File: config.mk
export PLATFORM = sky130hd
export DESIGN_NAME = software_timer_bank
export DESIGN_NICKNAME = d
export VERILOG_FILES = /design/src/sv/stb_pkg.sv /design/src/sv/software_timer_bank.sv /design/src/sv/stb_sub.sv /design/src/sv/stb_count_mem.sv
export SDC_FILE = /design/constraint.sdc
export NUM_CORES = 1
export LEC_CHECK = 0
export ABC_AREA = 1
export BUFFER_PORTS_ARGS = -buffer_cell sky130_fd_sc_hd__buf_2
export CAP_MARGIN = 20
export CELL_PAD_IN_SITES_DETAIL_PLACEMENT = 0
export CELL_PAD_IN_SITES_GLOBAL_PLACEMENT = 2
export CORE_MARGIN = 3
export CORE_UTILIZATION = 40
export CTS_BUF_LIST = sky130_fd_sc_hd__clkbuf_8
export DETAILED_ROUTE_END_ITERATION = 6
export PLACE_DENSITY_LB_ADDON = 0.1
export SYNTH_ARGS = -nofsm -noshare
export SYNTH_HDL_FRONTEND = slang
export SYNTH_HIERARCHICAL = 1
export SYNTH_SLANG_ARGS = --single-unit
File: constraint.sdc
create_clock -name clock -period 7.7 [get_ports clock]
set_input_delay 0 -clock clock [delete_from_list [all_inputs] [get_ports clock]]
set_output_delay 0 -clock clock [all_outputs]
set_load 0.02 [all_outputs]
File: src/sv/stb_pkg.sv
// Shared types and constants of the software timer bank.
// Holds command and result codes, stream payload widths and the count store write control.
// Has no dependencies; every other file but stb_sub imports it.
package stb_pkg;

   // Stream payload widths, including the zero fill up to whole bytes.
   localparam int REQ_DATA_W = 72;
   localparam int REQ_USER_W = 3;
   localparam int RSP_DATA_W = 40;
   localparam int RSP_USER_W = 4;

   // Widths of the payload fields as they appear on the ports.
   localparam int MODE_W   = 3;
   localparam int FIELD_W  = 32;
   localparam int HANDLE_W = 3;
   localparam int KIND_W   = 3;

   // Bound on the expiry results of one tick, and its counter width.
   localparam int MAX_RESULTS = 8;
   localparam int EV_CNT_W    = 4;

   // Command codes carried in the request tuser.
   localparam logic [MODE_W-1:0] MODE_TICK   = 3'd0;
   localparam logic [MODE_W-1:0] MODE_START  = 3'd1;
   localparam logic [MODE_W-1:0] MODE_STOP   = 3'd2;
   localparam logic [MODE_W-1:0] MODE_PAUSE  = 3'd3;
   localparam logic [MODE_W-1:0] MODE_RESUME = 3'd4;
   localparam logic [MODE_W-1:0] MODE_QUERY  = 3'd5;

   // Result kinds carried in the response tuser.
   localparam logic [KIND_W-1:0] KIND_EXPIRED   = 3'd0;
   localparam logic [KIND_W-1:0] KIND_STARTED   = 3'd1;
   localparam logic [KIND_W-1:0] KIND_BANK_FULL = 3'd2;
   localparam logic [KIND_W-1:0] KIND_ELAPSED   = 3'd3;
   localparam logic [KIND_W-1:0] KIND_DONE      = 3'd4;

   // Write enables of the count store.
   typedef struct packed {
      logic init_we;
      logic rem_we;
   } mem_wr_type;

endpackage

File: src/sv/software_timer_bank.sv
// Software timer bank: a set of down-counting timer slots under a command stream.
// Uses stb_pkg, the shared subtractor stb_sub and the count store stb_count_mem.
//
// Usage. Commands arrive on the req_ stream: tuser holds the command (tick, start,
// stop, pause, resume, query elapsed) and tdata holds the time stamp, slot handle,
// start count and periodic flag. Results leave on the rsp_ stream, one or more per
// command, the final one of each command marked by rsp_tlast.
// A tick walks all slots with one subtract and compare unit, a read state and an update
// state per slot as the count store read is registered; its final result is loaded in
// ST_TICK_END. Other commands load their result in ST_EXEC, a valid query in ST_QUERY once
// the count read is back. req_tready is high only while the sequencer is idle, so the
// next transfer can come in the cycle after the final result is loaded, even while that
// result waits in the output register.
// Expiry results of a tick come out in ascending slot order; one of them is held
// back until the next is found so that the final one can carry tlast. When the
// receiver stalls, the sequencer waits before the transfer that would overwrite
// the output register, so no result is lost.
// Reset (synchronous, active high) frees every slot, clears the tick time stamp
// and empties the output register. The counts need no clearing: a slot's counts
// are written by its start before any read that matters.
module software_timer_bank #(
   parameter int TIMER_SLOTS = 8,
   parameter int TIME_BITS   = 32
) (
   input  logic                            clock,
   input  logic                            reset,
   input  logic                            req_tvalid,
   output logic                            req_tready,
   // [31:0] now_time, [34:32] timer_slot, [66:35] start_ticks, [67] periodic, rest zero
   input  logic [stb_pkg::REQ_DATA_W-1:0]  req_tdata,
   // [2:0] mode
   input  logic [stb_pkg::REQ_USER_W-1:0]  req_tuser,
   output logic                            rsp_tvalid,
   input  logic                            rsp_tready,
   // [2:0] slot_index, [34:3] value, rest zero
   output logic [stb_pkg::RSP_DATA_W-1:0]  rsp_tdata,
   // [2:0] kind, [3] slot_unused
   output logic [stb_pkg::RSP_USER_W-1:0]  rsp_tuser,
   output logic                            rsp_tlast
);

   import stb_pkg::*;

   localparam int SLOT_W = $clog2(TIMER_SLOTS > 1 ? TIMER_SLOTS : 2);
   localparam int PAD_W  = RSP_DATA_W - FIELD_W - HANDLE_W;

   typedef enum logic [5:0] {
      ST_IDLE     = 6'b000001,
      ST_EXEC     = 6'b000010,
      ST_QUERY    = 6'b000100,
      ST_TICK_RD  = 6'b001000,
      ST_TICK_UPD = 6'b010000,
      ST_TICK_END = 6'b100000
   } state_type;

   state_type state_ff, state_in;

   // Captured command.
   logic [MODE_W-1:0]    mode_ff, mode_in;
   logic [TIME_BITS-1:0] now_ff, now_in;
   logic [HANDLE_W-1:0]  slot_ff, slot_in;
   logic [TIME_BITS-1:0] ticks_ff, ticks_in;
   logic                 per_ff, per_in;

   // Slot flags and tick state.
   logic [TIMER_SLOTS-1:0] in_use_ff, in_use_in;
   logic [TIMER_SLOTS-1:0] running_ff, running_in;
   logic [TIMER_SLOTS-1:0] reload_ff, reload_in;
   logic [TIME_BITS-1:0]   last_stamp_ff, last_stamp_in;
   logic [TIME_BITS-1:0]   elapsed_ff, elapsed_in;
   logic [SLOT_W-1:0]      idx_ff, idx_in;
   logic [EV_CNT_W-1:0]    ev_cnt_ff, ev_cnt_in;
   logic                   pend_valid_ff, pend_valid_in;
   logic [HANDLE_W-1:0]    pend_slot_ff, pend_slot_in;

   // Output register.
   logic                 rsp_valid_ff, rsp_valid_in;
   logic [KIND_W-1:0]    rsp_kind_ff;
   logic [HANDLE_W-1:0]  rsp_slot_ff;
   logic [FIELD_W-1:0]   rsp_value_ff;
   logic                 rsp_unused_ff;
   logic                 rsp_last_ff;

   logic                 load_rsp;
   logic [KIND_W-1:0]    res_kind;
   logic [HANDLE_W-1:0]  res_slot;
   logic [FIELD_W-1:0]   res_value;
   logic                 res_unused;
   logic                 res_last;

   // Shared unit and count store connections.
   logic [TIME_BITS-1:0] sub_a;
   logic [TIME_BITS-1:0] sub_b;
   logic [TIME_BITS-1:0] sub_diff;
   logic                 sub_gt;
   mem_wr_type           wr_ctl;
   logic [SLOT_W-1:0]    wr_addr;
   logic [TIME_BITS-1:0] wr_init;
   logic [TIME_BITS-1:0] wr_rem;
   logic [SLOT_W-1:0]    rd_addr;
   logic [TIME_BITS-1:0] rd_init;
   logic [TIME_BITS-1:0] rd_rem;

   // Decode helpers.
   logic                 out_free;
   logic [SLOT_W-1:0]    sidx;
   logic                 slot_ok;
   logic                 any_free;
   logic [SLOT_W-1:0]    free_idx;
   logic                 active;
   logic                 hit;
   logic                 emit;
   logic                 stall;
   logic [TIME_BITS-1:0] new_rem;

   stb_sub #(
      .DATA_W (TIME_BITS)
   ) u_sub (
      .a      (sub_a),
      .b      (sub_b),
      .diff   (sub_diff),
      .a_gt_b (sub_gt)
   );

   stb_count_mem #(
      .SLOTS  (TIMER_SLOTS),
      .DATA_W (TIME_BITS)
   ) u_count_mem (
      .clock   (clock),
      .wr_ctl  (wr_ctl),
      .wr_addr (wr_addr),
      .wr_init (wr_init),
      .wr_rem  (wr_rem),
      .rd_addr (rd_addr),
      .rd_init (rd_init),
      .rd_rem  (rd_rem)
   );

   // The output register can take a new result when empty or being drained.
   assign out_free   = !rsp_valid_ff || rsp_tready;
   assign req_tready = (state_ff == ST_IDLE);

   // A handle only counts when it lies inside the bank and names a slot in use.
   assign sidx    = SLOT_W'(slot_ff);
   assign slot_ok = (32'(slot_ff) < 32'(TIMER_SLOTS)) && in_use_ff[sidx];

   // Lowest free slot for start.
   always_comb begin
      any_free = 1'b0;
      free_idx = '0;
      for (int i = TIMER_SLOTS - 1; i >= 0; i--) begin
         if (!in_use_ff[i]) begin
            any_free = 1'b1;
            free_idx = SLOT_W'(i);
         end
      end
   end

   // Per-slot tick decision; the shared unit compares the remaining count with
   // the elapsed time and gives the reduced count in the same pass.
   assign active = in_use_ff[idx_ff] && running_ff[idx_ff];
   assign hit    = active && !sub_gt;
   assign emit   = hit && (ev_cnt_ff < EV_CNT_W'(MAX_RESULTS));
   assign stall  = emit && pend_valid_ff && !out_free;

   always_comb begin
      if (hit) begin
         new_rem = reload_ff[idx_ff] ? rd_init : '0;
      end else if (active) begin
         new_rem = sub_diff;
      end else begin
         new_rem = rd_rem;
      end
   end

   // Sequencer.
   always_comb begin
      state_in      = state_ff;
      mode_in       = mode_ff;
      now_in        = now_ff;
      slot_in       = slot_ff;
      ticks_in      = ticks_ff;
      per_in        = per_ff;
      in_use_in     = in_use_ff;
      running_in    = running_ff;
      reload_in     = reload_ff;
      last_stamp_in = last_stamp_ff;
      elapsed_in    = elapsed_ff;
      idx_in        = idx_ff;
      ev_cnt_in     = ev_cnt_ff;
      pend_valid_in = pend_valid_ff;
      pend_slot_in  = pend_slot_ff;

      load_rsp   = 1'b0;
      res_kind   = KIND_DONE;
      res_slot   = '0;
      res_value  = '0;
      res_unused = 1'b0;
      res_last   = 1'b1;

      sub_a   = rd_rem;
      sub_b   = elapsed_ff;
      wr_ctl  = '0;
      wr_addr = idx_ff;
      wr_init = ticks_ff;
      wr_rem  = ticks_ff;
      rd_addr = idx_ff;

      case (state_ff)
         ST_IDLE: begin
            if (req_tvalid) begin
               mode_in  = req_tuser[MODE_W-1:0];
               now_in   = TIME_BITS'(req_tdata[31:0]);
               slot_in  = req_tdata[34:32];
               ticks_in = TIME_BITS'(req_tdata[66:35]);
               per_in   = req_tdata[67];
               state_in = ST_EXEC;
            end
         end

         ST_EXEC: begin
            sub_a   = now_ff;
            sub_b   = last_stamp_ff;
            rd_addr = sidx;
            case (mode_ff)
               MODE_TICK: begin
                  elapsed_in    = sub_diff;
                  last_stamp_in = now_ff;
                  idx_in        = '0;
                  ev_cnt_in     = '0;
                  pend_valid_in = 1'b0;
                  state_in      = ST_TICK_RD;
               end
               MODE_START: begin
                  if (out_free) begin
                     load_rsp = 1'b1;
                     if (any_free) begin
                        in_use_in[free_idx]  = 1'b1;
                        running_in[free_idx] = 1'b1;
                        reload_in[free_idx]  = per_ff;
                        wr_ctl.init_we       = 1'b1;
                        wr_ctl.rem_we        = 1'b1;
                        wr_addr              = free_idx;
                        res_kind             = KIND_STARTED;
                        res_slot             = HANDLE_W'(free_idx);
                     end else begin
                        res_kind = KIND_BANK_FULL;
                     end
                     state_in = ST_IDLE;
                  end
               end
               MODE_STOP, MODE_PAUSE, MODE_RESUME, MODE_QUERY: begin
                  if (slot_ok && (mode_ff == MODE_QUERY)) begin
                     // Count read issued now, difference formed next cycle.
                     state_in = ST_QUERY;
                  end else if (out_free) begin
                     load_rsp   = 1'b1;
                     res_slot   = slot_ff;
                     res_unused = !slot_ok;
                     if (slot_ok) begin
                        if (mode_ff == MODE_STOP) begin
                           reload_in[sidx]  = 1'b0;
                           running_in[sidx] = 1'b0;
                           wr_ctl.rem_we    = 1'b1;
                           wr_addr          = sidx;
                           wr_rem           = '0;
                        end else if (mode_ff == MODE_PAUSE) begin
                           running_in[sidx] = 1'b0;
                        end else begin
                           running_in[sidx] = 1'b1;
                        end
                     end
                     state_in = ST_IDLE;
                  end
               end
               default: begin
                  if (out_free) begin
                     load_rsp = 1'b1;
                     state_in = ST_IDLE;
                  end
               end
            endcase
         end

         ST_QUERY: begin
            rd_addr = sidx;
            sub_a   = rd_init;
            sub_b   = rd_rem;
            if (out_free) begin
               load_rsp  = 1'b1;
               res_kind  = KIND_ELAPSED;
               res_slot  = slot_ff;
               res_value = FIELD_W'(sub_diff);
               state_in  = ST_IDLE;
            end
         end

         ST_TICK_RD: begin
            state_in = ST_TICK_UPD;
         end

         ST_TICK_UPD: begin
            if (!stall) begin
               // A newly found expiry releases the one held back before it.
               if (emit && pend_valid_ff) begin
                  load_rsp = 1'b1;
                  res_kind = KIND_EXPIRED;
                  res_slot = pend_slot_ff;
                  res_last = 1'b0;
               end
               if (emit) begin
                  pend_valid_in = 1'b1;
                  pend_slot_in  = HANDLE_W'(idx_ff);
                  ev_cnt_in     = ev_cnt_ff + EV_CNT_W'(1);
               end
               if (active) begin
                  wr_ctl.rem_we = 1'b1;
                  wr_rem        = new_rem;
               end
               // One-shot slots that reached zero, stopped ones included, are freed.
               if (in_use_ff[idx_ff] && (new_rem == '0) && !reload_ff[idx_ff]) begin
                  in_use_in[idx_ff]  = 1'b0;
                  running_in[idx_ff] = 1'b0;
               end
               if (idx_ff == SLOT_W'(TIMER_SLOTS - 1)) begin
                  state_in = ST_TICK_END;
               end else begin
                  idx_in   = idx_ff + SLOT_W'(1);
                  state_in = ST_TICK_RD;
               end
            end
         end

         ST_TICK_END: begin
            if (out_free) begin
               load_rsp = 1'b1;
               if (pend_valid_ff) begin
                  res_kind = KIND_EXPIRED;
                  res_slot = pend_slot_ff;
               end
               pend_valid_in = 1'b0;
               state_in      = ST_IDLE;
            end
         end

         default: begin
            state_in = ST_IDLE;
         end
      endcase
   end

   always_comb begin
      if (load_rsp) begin
         rsp_valid_in = 1'b1;
      end else if (rsp_tready) begin
         rsp_valid_in = 1'b0;
      end else begin
         rsp_valid_in = rsp_valid_ff;
      end
   end

   // Control state.
   always_ff @(posedge clock) begin
      if (reset) begin
         state_ff      <= ST_IDLE;
         in_use_ff     <= '0;
         running_ff    <= '0;
         reload_ff     <= '0;
         last_stamp_ff <= '0;
         pend_valid_ff <= 1'b0;
         rsp_valid_ff  <= 1'b0;
      end else begin
         state_ff      <= state_in;
         in_use_ff     <= in_use_in;
         running_ff    <= running_in;
         reload_ff     <= reload_in;
         last_stamp_ff <= last_stamp_in;
         pend_valid_ff <= pend_valid_in;
         rsp_valid_ff  <= rsp_valid_in;
      end
   end

   // Payload and working registers.
   always_ff @(posedge clock) begin
      mode_ff      <= mode_in;
      now_ff       <= now_in;
      slot_ff      <= slot_in;
      ticks_ff     <= ticks_in;
      per_ff       <= per_in;
      elapsed_ff   <= elapsed_in;
      idx_ff       <= idx_in;
      ev_cnt_ff    <= ev_cnt_in;
      pend_slot_ff <= pend_slot_in;
      if (load_rsp) begin
         rsp_kind_ff   <= res_kind;
         rsp_slot_ff   <= res_slot;
         rsp_value_ff  <= res_value;
         rsp_unused_ff <= res_unused;
         rsp_last_ff   <= res_last;
      end
   end

   assign rsp_tvalid = rsp_valid_ff;
   assign rsp_tdata  = {{PAD_W{1'b0}}, rsp_value_ff, rsp_slot_ff};
   assign rsp_tuser  = {rsp_unused_ff, rsp_kind_ff};
   assign rsp_tlast  = rsp_last_ff;

endmodule

File: src/sv/stb_sub.sv
// Shared subtract and compare unit of the timer bank.
// Depends on nothing but its width parameter; the sequencer muxes its operands.
module stb_sub #(
   parameter int DATA_W = 32
) (
   input  logic [DATA_W-1:0] a,
   input  logic [DATA_W-1:0] b,
   output logic [DATA_W-1:0] diff,
   output logic              a_gt_b
);

   logic [DATA_W:0] full;

   // The extra top bit is the borrow: set when b exceeds a.
   assign full   = {1'b0, a} - {1'b0, b};
   assign diff   = full[DATA_W-1:0];
   assign a_gt_b = !full[DATA_W] && (full[DATA_W-1:0] != '0);

endmodule

File: src/sv/stb_count_mem.sv
// Count store of the timer bank: initial and remaining counts, one entry per slot.
// Uses the write control struct from stb_pkg; read data is registered.
module stb_count_mem #(
   parameter int SLOTS  = 8,
   parameter int DATA_W = 32
) (
   input  logic                                   clock,
   input  stb_pkg::mem_wr_type                    wr_ctl,
   input  logic [$clog2(SLOTS > 1 ? SLOTS : 2)-1:0] wr_addr,
   input  logic [DATA_W-1:0]                      wr_init,
   input  logic [DATA_W-1:0]                      wr_rem,
   input  logic [$clog2(SLOTS > 1 ? SLOTS : 2)-1:0] rd_addr,
   output logic [DATA_W-1:0]                      rd_init,
   output logic [DATA_W-1:0]                      rd_rem
);

   import stb_pkg::*;

   logic [DATA_W-1:0] init_mem [SLOTS];
   logic [DATA_W-1:0] rem_mem  [SLOTS];
   logic [DATA_W-1:0] rd_init_ff;
   logic [DATA_W-1:0] rd_rem_ff;

   always_ff @(posedge clock) begin
      if (wr_ctl.init_we) begin
         init_mem[wr_addr] <= wr_init;
      end
      if (wr_ctl.rem_we) begin
         rem_mem[wr_addr] <= wr_rem;
      end
      rd_init_ff <= init_mem[rd_addr];
      rd_rem_ff  <= rem_mem[rd_addr];
   end

   assign rd_init = rd_init_ff;
   assign rd_rem  = rd_rem_ff;

endmodule

-- Word level (Yosys, flattened, before mapping)
Memories as Yosys holds them, arrays and structs flattened. A register that Yosys moved wholly into a read port is not among the register bits.
Cells that the tools add are included.
- register bits: 217
- latch bits: 0
- bits in writable memories: 512
- ROM bits: 0
- input bits: 79
- output and inout bits: 47
- logic and storage cells: 264
- memories: 2
- $add $sub $neg: 3
- $mul: 0
- div/mod/pow operators: 0
- magnitude comparators: 7
- eq/ne operators: 34
- shifts and indexed selects: 0
- mux-type cells: 141
- bitwise gates (word level): 14
- reduce and logical (&&, ||, !) cells: 42
- memory list (memory ; depth ; bits a word ; read ports ; clocked after memory_dff ; wr ports ; line ; source):
    u_count_mem.init_mem ; 8 ; 32 ; 1 ; 1 ; 1 ; stb_count_mem.sv:19 ; logic [DATA_W-1:0] init_mem [SLOTS];
    u_count_mem.rem_mem ; 8 ; 32 ; 1 ; 1 ; 1 ; stb_count_mem.sv:20 ; logic [DATA_W-1:0] rem_mem [SLOTS];
- operators by type and width (cell ; count):
    32-bit two-way mux ; 10
    32-bit case mux with 2 select lines ; 3
    8-bit two-way mux ; 20
    3-bit two-way mux ; 34
    8-bit case mux with 2 select lines ; 4
    1-bit two-way mux ; 38
    32-bit by 32-bit subtractor with 33-bit output ; 1
    8-bit bitwise AND ; 4
    32-bit zero test ; 1
    32-bit nonzero test ; 1
    6-bit two-way mux ; 5
    6-bit case mux with 5 select lines ; 1
    2-bit != test, second input constant ; 14
    8-bit bitwise OR ; 3
    3-bit case mux with 4 select lines ; 2
    3-bit case mux with 2 select lines ; 3
    8-bit NOT ; 2
    3-bit != test, second input constant ; 5
    1-bit binary-select mux with 3-bit select ; 4
    1-bit logical AND ; 12
    3-bit by 4-bit less-than comparator with 1-bit output, second input constant ; 3
    4-bit two-way mux ; 3
    6-bit case mux with 2 select lines ; 1
    1-bit demux with 3-bit select ; 3
    other kinds (35) ; 64

-- Depth between registers and ports, before layout
Gate-level depths: netlist of the first run.
- depth after elaboration: 17
- mapped depth: 47
- depth with buffers taken out: 42

-- By module
The synthesis of the first run kept the hierarchy.
- by module, submodules not included (module ; instances ; cells an instance ; area each (um^2) ; seq. area each (um^2)):
    stb_count_mem ; 1 ; 2306 ; 23712.7 ; 16656.0
    software_timer_bank ; 1 ; 1508 ; 11833.8 ; 5875.6
    stb_sub ; 1 ; 606 ; 2798.9 ; 0.0

-- Least setup slack after synthesis of the first run
No wires, ideal clock.
- path kind: register to register
- start point: register state_ff[5]
- end point: memory u_count_mem.rem_mem[6][0] (enable)
- library setup time: 0.421 ns
- arrival time: 6.071 ns
- data required time: 7.279 ns
- slack: 1.208 ns
- cell stages (with the launch flop): 41
- buffers on the path: 3
- clock period less this slack: 6.492 ns
- cell sequence: dfxtp_1 nor2_1 inv_1 nor4_1 inv_2 nand2_1 clkinv_1 clkbuf_1 nand2_1 o211ai_1 ha_1 fa_1 inv_1 nand3_1 nand2_2 nand2_2 nand2_1 nand2_2 [... 5 more ...] nor2_1 nand2_1 nor2_1 nor2_1 clkbuf_1 inv_1 nand3_4 nor2_2 inv_1 nor2_1 inv_1 nand2_1 nor2_1 inv_1 clkbuf_1 nand2_1 inv_1 nor2_1
- RTL lines (element ; line ; source):
    start: declaration ; software_timer_bank.sv:56 ; state_type state_ff, state_in;
    start signal: assignment ; software_timer_bank.sv:373 ; state_ff <= state_in;
    end: declaration ; stb_count_mem.sv:20 ;

-- Final worst setup path of the first run
- start point: register state_ff[5]
- end point: memory u_count_mem.rem_mem[3][5] (data pin)
- longest elaborated chain between the ends: 12
- elaborated cells between the ends (all ways): 19
- classes of those cells: 1 x add/sub; 3 x eq/ne; 7 x mux; 8 x reduce/logical
- ends and longest elaborated chain (element ; line ; source):
    6-bit by 3-bit equality test with 1-bit output or 6-bit by 2-bit equality test with 1-bit output (tied branches) ; software_timer_bank.sv:209 ; case (state_ff)
    32-bit case mux with 2 select lines (*) ; software_timer_bank.sv:209 ;
    via sub_a[15] ; software_timer_bank.sv:92 ; logic [TIME_BITS-1:0] sub_a;
    32-bit by 32-bit subtractor with 33-bit output (*) ; stb_sub.sv:15 ; assign full = {1'b0, a} - {1'b0, b};
    32-bit nonzero test or 1-bit zero test (tied branches) ; stb_sub.sv:17 ; assign a_gt_b = !full[DATA_W] && (full[DATA_W-1:0] != '0);
    1-bit logical AND (*) ; stb_sub.sv:17 ;
    via sub_gt ; software_timer_bank.sv:95 ; logic sub_gt;
    1-bit zero test (*) ; software_timer_bank.sv:162 ; assign hit = active && !sub_gt;
    1-bit logical AND (*) ; software_timer_bank.sv:162 ;
    1-bit logical AND ; software_timer_bank.sv:163 ; assign emit = hit && (ev_cnt_ff < EV_CNT_W'(MAX_RESULTS));
    1-bit logical AND (2 in series) ; software_timer_bank.sv:164 ; assign stall = emit && pend_valid_ff && !out_free;
    32-bit two-way mux (*) ; software_timer_bank.sv:303 ; if (!stall) begin
    32-bit case mux with 2 select lines (*) ; software_timer_bank.sv:209 ;
    via wr_rem[5] ; software_timer_bank.sv:99 ; logic [TIME_BITS-1:0] wr_rem;
The timed path passes the listed nets; every way through them passes the cells marked *.

==> metrics.cfg, run 1 <==
[power_and_ir_drop]
power.net_switching_mw=4.16
power_frac_clock_pct=31.0
p_int_mw=7.65
power_switching_share_pct=35.2
total_power_mw=11.8
p_seq_share_pct=45.4
powerDensity_mw_per_mm2=267
combPwrFrac_pct=23.7
leakage_nw=20.0
max-vdd-ir-drop_mv=0.167

[timing]
fin_crit_ns=7.03
max_slew_margin_pct=22.1
min_period_over_period_pct=91.3
worst_pin_slew_ns=1.17
clock.fmax_mhz=142
clock_skew_ns=0.0500
maxSlewViolCount=0
finalHoldViolCount=0
rsz0062_at_grt=no
finalSetupTns_ns=0
setup_viol=0

[synthesis]
synthArstFlopShare_pct=0
syn_area_per_cell_um2=8.68
yosysTopAreaCell=edfxtp_1
synthTopCellsByArea=edfxtp_1 52%, nand2_1 16%, inv_1 8.0%
netlist.area_leader.share_pct=52.1
synth_top_family_by_area=simple AND/OR/NAND/NOR gates
yosysWarnings=6
netlist_instances=4420
synth_cell_types=55
synth_compound_area_share_pct=4.22
synth_fa_ha_area_share_pct=1.19
synth_seq_cells=793
ys_seq_area_share_pct=58.8
synth_edf_count=665
synthesis.area_mm2=0.0383
synthSimpleGateAreaFrac_pct=24.7
synth_ff_type=edfxtp_1
synth_xor_area_share_pct=0.0685
synthMuxAreaShare_pct=0

[clocking]
cts.sinks=793
clockRootBuffer=clkbuf_8
insertion_delay_ns=0.83
cts_buffers=139
clk_pin_slew_ns=0.06
htreeDepth=4
cts_buffer_depth=3
cts_tree=built

[critical_path]
cp-start-kind=flip-flop
crit_top_cell=nand2_1
arrival_ns=7.47
worstPathRequired_ns=8.14
crit_type=reg -> reg
end_kind=flip-flop
crit_path_max_incr_delay_ns=0.48
cp_slowest_cell=o21ai_0
cp_max_fo=32

[drt]
dr.first_iter.drc_count=2291
vias=29115
post-route-drc-count=0
drt_wl_total_um=122000
ant_nets=0
dr.pass1.iters=5
routedWlPerCell_um=20.1
via_per_inst=4.80

[finish]
final_common_cell=nand2_1
nFillCells=9363
regArea_mm2=0.0225
layout_common_cells=1583 x nand2_1, 872 x inv_1, 665 x edfxtp_1
fin_cells=6071
syn2layout_area_growth_pct=15.2
fin_nets=4815
multi_input_area_mm2=0.0118
final_layout_size_suffix_gt1_share_pct=9.10

[global_route]
overflow=0
grt_pass1_vias=28096
grt_max_degree=183
grt_pass1_wl_um=180000
grt_use_total_pct=24.6
grt_antenna_before_repair=7

[floorplan]
fp-row-count=112
start_util_pct=40.7
ioPinCount=126
dieWidth_um=316
coreArea_mm2=0.0942
fp.dieH_um=316
dieArea_mm2=0.0996

[place]
hpwl_um=78000
dp.cells=5661
gp_congestion=0.870
numPortBuffers=116

[flow_run]
drv_cap=0

[hold_path]
hp-class=in -> reg

[outcome]
status=finished, final reports clean

## cell families (layout without fill, tap and decap cells)
kind of cell | after synthesis | count (layout)
flops | 793 | 793
simple gates | 2300 | 2300
xor+xnor | 3 | 3
fa+ha+maj | 36 | 36
other cells | 1 | 8
buf+inv | 1022 | 1412
compound gates | 265 | 265
## metal layers
metal	vias up	global-route usage (%)	share of wire [%]
li1	14525	-	-
met1	13718	33.7	46
met2	695	39.9	47
met3	175	4.44	5.0
met4	2	7.49	2.5
met5	-	0	0.011
## Yosys cell counts, types with 19 or more instances
cell type	instances
nand2_1	1584
inv_1	820
edfxtp_1	665
nand3_1	380
nor2_1	239
dfxtp_1	128
a21oi_1	78
buf_2	62
o21ai_0	61
clkbuf_1	60
o211ai_1	47
ha_1	35
buf_4	29
buf_6	23
nand4_1	21
nand3b_1	19
o21ai_1	19
## worst max-delay path: cells and delay by family, from the launching register on
family | cells | cell delay, ns
AOI/OAI and AO/OA | 2 | 0.56
DFF | 1 | 0.36
and+or+nand+nor | 23 | 3.77
adders and majority gates | 1 | 0.40
buffers and inverters | 9 | 1.45
## power groups by stage
stage	clock (mW)	combinational [mW]	sequential [mW]
2_1_floorplan	0	1.79	5.23
3_3_place_gp	0	2.73	5.45
3_5_place_dp	0	2.73	5.45
4_1_cts	3.77	2.80	5.36
5_1_grt	3.97	3.09	5.37
6_report	3.66	2.79	5.36
## through the flow
stage	instance area, µm²	worst slack (ns)	hold slack [ns]	utilization, %
after floorplan	38400	1.21	0.0989	-
after global placement	40000	0.700	0.176	42.5
after detailed placement	40000	0.700	0.178	42.5
after CTS	44100	0.623	0.124	46.9
after global routing	44200	0.0411	0.197	46.9
final	44200	0.666	0.211	46.9
## registers in the layout, indices dropped and copies added, names as in the netlist, 4 cells and up, named ones only
name,cells
now_ff,32
elapsed_ff,32
u_count_mem/rem_mem,256
rsp_value_ff,32
u_count_mem/rd_rem,32
in_use_ff,8
last_stamp_ff,32
ev_cnt_ff,4
u_count_mem/init_mem,256
ticks_ff,32
reload_ff,8
state_ff,6
u_count_mem/rd_init,32
## layout make-up
class | instances | area share, %
Multi-Input combinational cell | 2609 | 26.7
Clock inverter | 106 | 1.26
Tap cell | 1254 | 3.55
Timing Repair Buffer | 318 | 5.70
Sequential cell | 793 | 51.0
Clock buffer | 149 | 4.64
Inverter | 839 | 7.15
Antenna cell | 3 | 0.0170
## worst paths after layout
kind | start | endpoint | slack [ns] | cells past startpoint
setup / recovery | state_ff[5] | u_count_mem/rem_mem[3][5] | 0.67 | 35
hold / removal | req_tvalid | state_ff[1] | 0.21 | 4
setup reg to reg | state_ff[5] | u_count_mem/rem_mem[3][5] | 0.67 | 35
hold reg to reg | last_stamp_ff[18] | last_stamp_ff[18] | 0.46 | 2
## timing repair
item | in CTS | in global routing
hold buffers | 148 | 0
buffers inserted | 0 | 0
gates resized for setup | 0 | 1
endpoints found under the setup margin | 0 | 2
endpoints found under the hold margin | 153 | 0
Note: power is estimated with default switching activity, not from simulation.
==> inputs of run 2 (changes only) <==
--- a/config.mk
+++ b/config.mk
@@ -6,7 +6,7 @@
 export NUM_CORES = 1
 export LEC_CHECK = 0
 export ABC_AREA = 1
-export BUFFER_PORTS_ARGS = -buffer_cell sky130_fd_sc_hd__buf_2
+export BUFFER_PORTS_ARGS = -buffer_cell sky130_fd_sc_hd__clkbuf_2
 export CAP_MARGIN = 20
 export CELL_PAD_IN_SITES_DETAIL_PLACEMENT = 0
 export CELL_PAD_IN_SITES_GLOBAL_PLACEMENT = 2
@@ -15,6 +15,7 @@
 export CTS_BUF_LIST = sky130_fd_sc_hd__clkbuf_8
 export DETAILED_ROUTE_END_ITERATION = 6
 export PLACE_DENSITY_LB_ADDON = 0.1
+export SLEW_MARGIN = 25
 export SYNTH_ARGS = -nofsm -noshare
 export SYNTH_HDL_FRONTEND = slang
 export SYNTH_HIERARCHICAL = 1
==> run 2 against run 1 <==
Net effect: the flow now finishes with violations (DRC); largest power group unchanged; count of clock-buffer cells in the layout grew 9; fmax increased by 1.3%; critical path type unchanged; routed wire length is essentially flat; flip-flop and latch count stayed put; clock power grew 6.6%; worst hold slack improved by 0.018 ns; die area unchanged.
==> metrics.cfg, run 2 (synthesis gave the netlist of run 1 again) <==
[drt]
vias=29026  ; was 29115
dr.pass1.iters=7  ; was 5
post-route-drc-count=1  ; was 0
via_per_inst=4.78  ; was 4.80
routedWlPerCell_um=20.1  ; about the same
drt_wl_total_um=122000  ; about the same
ant_nets=0  ; unchanged
dr.first_iter.drc_count=2290  ; was 2291

[timing]
clock_skew_ns=0.0564  ; was 0.0500 ns
finalSetupTns_ns=0  ; unchanged
worst_pin_slew_ns=1.05  ; was 1.17 ns
max_slew_margin_pct=29.9  ; was 22.1%
fin_crit_ns=6.94  ; was 7.03 ns
setup_ws_ns=0.755  ; was 0.666 ns
maxSlewViolCount=0  ; unchanged
min_period_over_period_pct=90.2  ; was 91.3%
clock.fmax_mhz=144  ; was 142 MHz
rsz0062_at_grt=no  ; unchanged
finalHoldViolCount=0  ; unchanged
setup_viol=0  ; unchanged

[place]
hpwl_um=77800  ; was 78000 µm
gp_congestion=0.872  ; was 0.870
numPortBuffers=116  ; unchanged
dp.cells=5659  ; was 5661
place_ws_ns=0.635  ; was 0.700 ns

[floorplan]
start_util_pct=40.7  ; unchanged
dieWidth_um=316  ; unchanged
dieArea_mm2=0.0996  ; unchanged
coreArea_mm2=0.0942  ; unchanged
fp-row-count=112  ; unchanged
ioPinCount=126  ; unchanged
fp.dieH_um=316  ; unchanged

[hold_path]
hp-class=in -> reg  ; unchanged

[critical_path]
crit_type=reg -> reg  ; unchanged
cp-start-kind=flip-flop  ; unchanged
crit_top_cell=nand2_1  ; unchanged
cp_max_fo=70  ; was 32
arrival_ns=7.71  ; was 7.47 ns
worstPathRequired_ns=8.46  ; was 8.14 ns
worst-path-buf-inv=5  ; was 9
cp_slowest_cell=buf_4  ; was o21ai_0
crit_path_max_incr_delay_ns=0.69  ; was 0.48 ns
end_kind=flip-flop  ; unchanged
critPathTopFamily=simple AND/OR/NAND/NOR gates  ; unchanged

[outcome]
status=finished, violations left  ; was finished, final reports clean
violations=DRC

[finish]
final_common_cell=nand2_1  ; unchanged
syn2layout_area_growth_pct=15.6  ; was 15.2%
fin_nets=4813  ; was 4815
layout_common_cells=1582 x nand2_1, 872 x inv_1, 665 x edfxtp_1  ; was 1583 x nand2_1, 872 x inv_1, 665 x edfxtp_1
fin_cells=6076  ; was 6071
final_util_pct=47.1  ; was 46.9%
final_layout_size_suffix_gt1_share_pct=9.19  ; was 9.10%
reg.largest.list=u_count_mem/init_mem (256), u_count_mem/rem_mem (256)  ; unchanged

[clocking]
htreeDepth=4  ; unchanged
cts_tree=built  ; unchanged
cts_buffer_depth=3  ; unchanged
clockRootBuffer=clkbuf_8  ; unchanged
cts.sinks=793  ; unchanged
cts_buffers=143  ; was 139
clk_pin_slew_ns=0.06  ; about the same
insertion_delay_ns=0.84  ; was 0.83 ns

[global_route]
grt_pass1_vias=28181  ; was 28096
grt_use_total_pct=24.6  ; about the same
grt_pass1_wl_um=181000  ; was 180000 µm
grt_max_degree=183  ; unchanged
grt_antenna_before_repair=4  ; was 7
overflow=0  ; unchanged

[flow_run]
drv_cap=0  ; unchanged

[power_and_ir_drop]
leakage_nw=20.1  ; was 20.0 nW
max-vdd-ir-drop_mv=0.162  ; was 0.167 mV
powerDensity_mw_per_mm2=271  ; was 267 mW/mm²

## run 2: changes by cell type in the layout (fill, tap and decap cells not counted), moves of 2 or more
cell        delta
buf_12         -2
clkinvlp_4     -5
clkbuf_8       +9
clkinv_1       +2
inv_8          +4
clkbuf_4       -4
clkbuf_2     +116
bufinv_16      +3
buf_2        -116
clkinv_2       -2
## run 2: power by group
part	switching (mW)	leakage, nW	internal [mW]
Clock	1.82	1.65	2.08
Combinational	2.00	11.4	0.756
Sequential	0.357	7.08	5.02
## run 2: worst register-to-register path: cells and delay by family (launching register included)
| kind | cells | cell delay (ns) |
|---|---|---|
| AND/OR/NAND/NOR | 29 | 4.62 |
| buffers and inverters | 5 | 1.16 |
| AO/OA/AOI/OAI | 2 | 0.36 |
| adder cells (fa/ha/maj) | 1 | 0.36 |
| flip-flops | 1 | 0.35 |
## run 2: area by class of cell
class                   count  area [µm²]
diodes                      3        7.51
clock buffers             158        2170
clock inverters           108         652
fillers                  9299       49800
inverters                 839        3160
multi-input cells        2609       11800
flip-flops and latches    793       22500
well taps                1254        1570
repair buffers            312        2450
## run 2: metal layers
metal / GRT usage [%] / part of all wire, % / vias up
met2: 41.0 / 47 / 628
met4: 6.52 / 2.0 / 0
met5: 0 / 0 / -
li1: - / - / 14516
met1: 34.1 / 47 / 13734
met3: 3.13 / 3.8 / 148
## run 2: worst paths after layout
path	startpoint	endpoint	slack [ns]	depth (start not counted)
setup / recovery	state_ff[5]	in_use_ff[5]	0.76	37
hold / removal	rsp_tready	rsp_tvalid	0.23	5
setup reg to reg	state_ff[5]	in_use_ff[5]	0.76	37
hold reg to reg	last_stamp_ff[22]	last_stamp_ff[22]	0.46	2
## run 2: metrics by stage
stage / instance area, µm² / hold slack [ns] / power [mW]
after floorplan: 38400 / 0.0989 / 7.01
after global placement: 40000 / 0.177 / 8.17
after detailed placement: 40000 / 0.179 / 8.17
after CTS: 44300 / 0.130 / 12.2
after global routing: 44300 / 0.226 / 12.7
final: 44300 / 0.229 / 12.0
## run 2: repair_timing
item                                    CTS  global route
endpoints found under the setup margin    0             6
gates resized for setup                   0             1
hold buffers                            148             0
endpoints found under the hold margin   145             0
setup buffers                             0             0
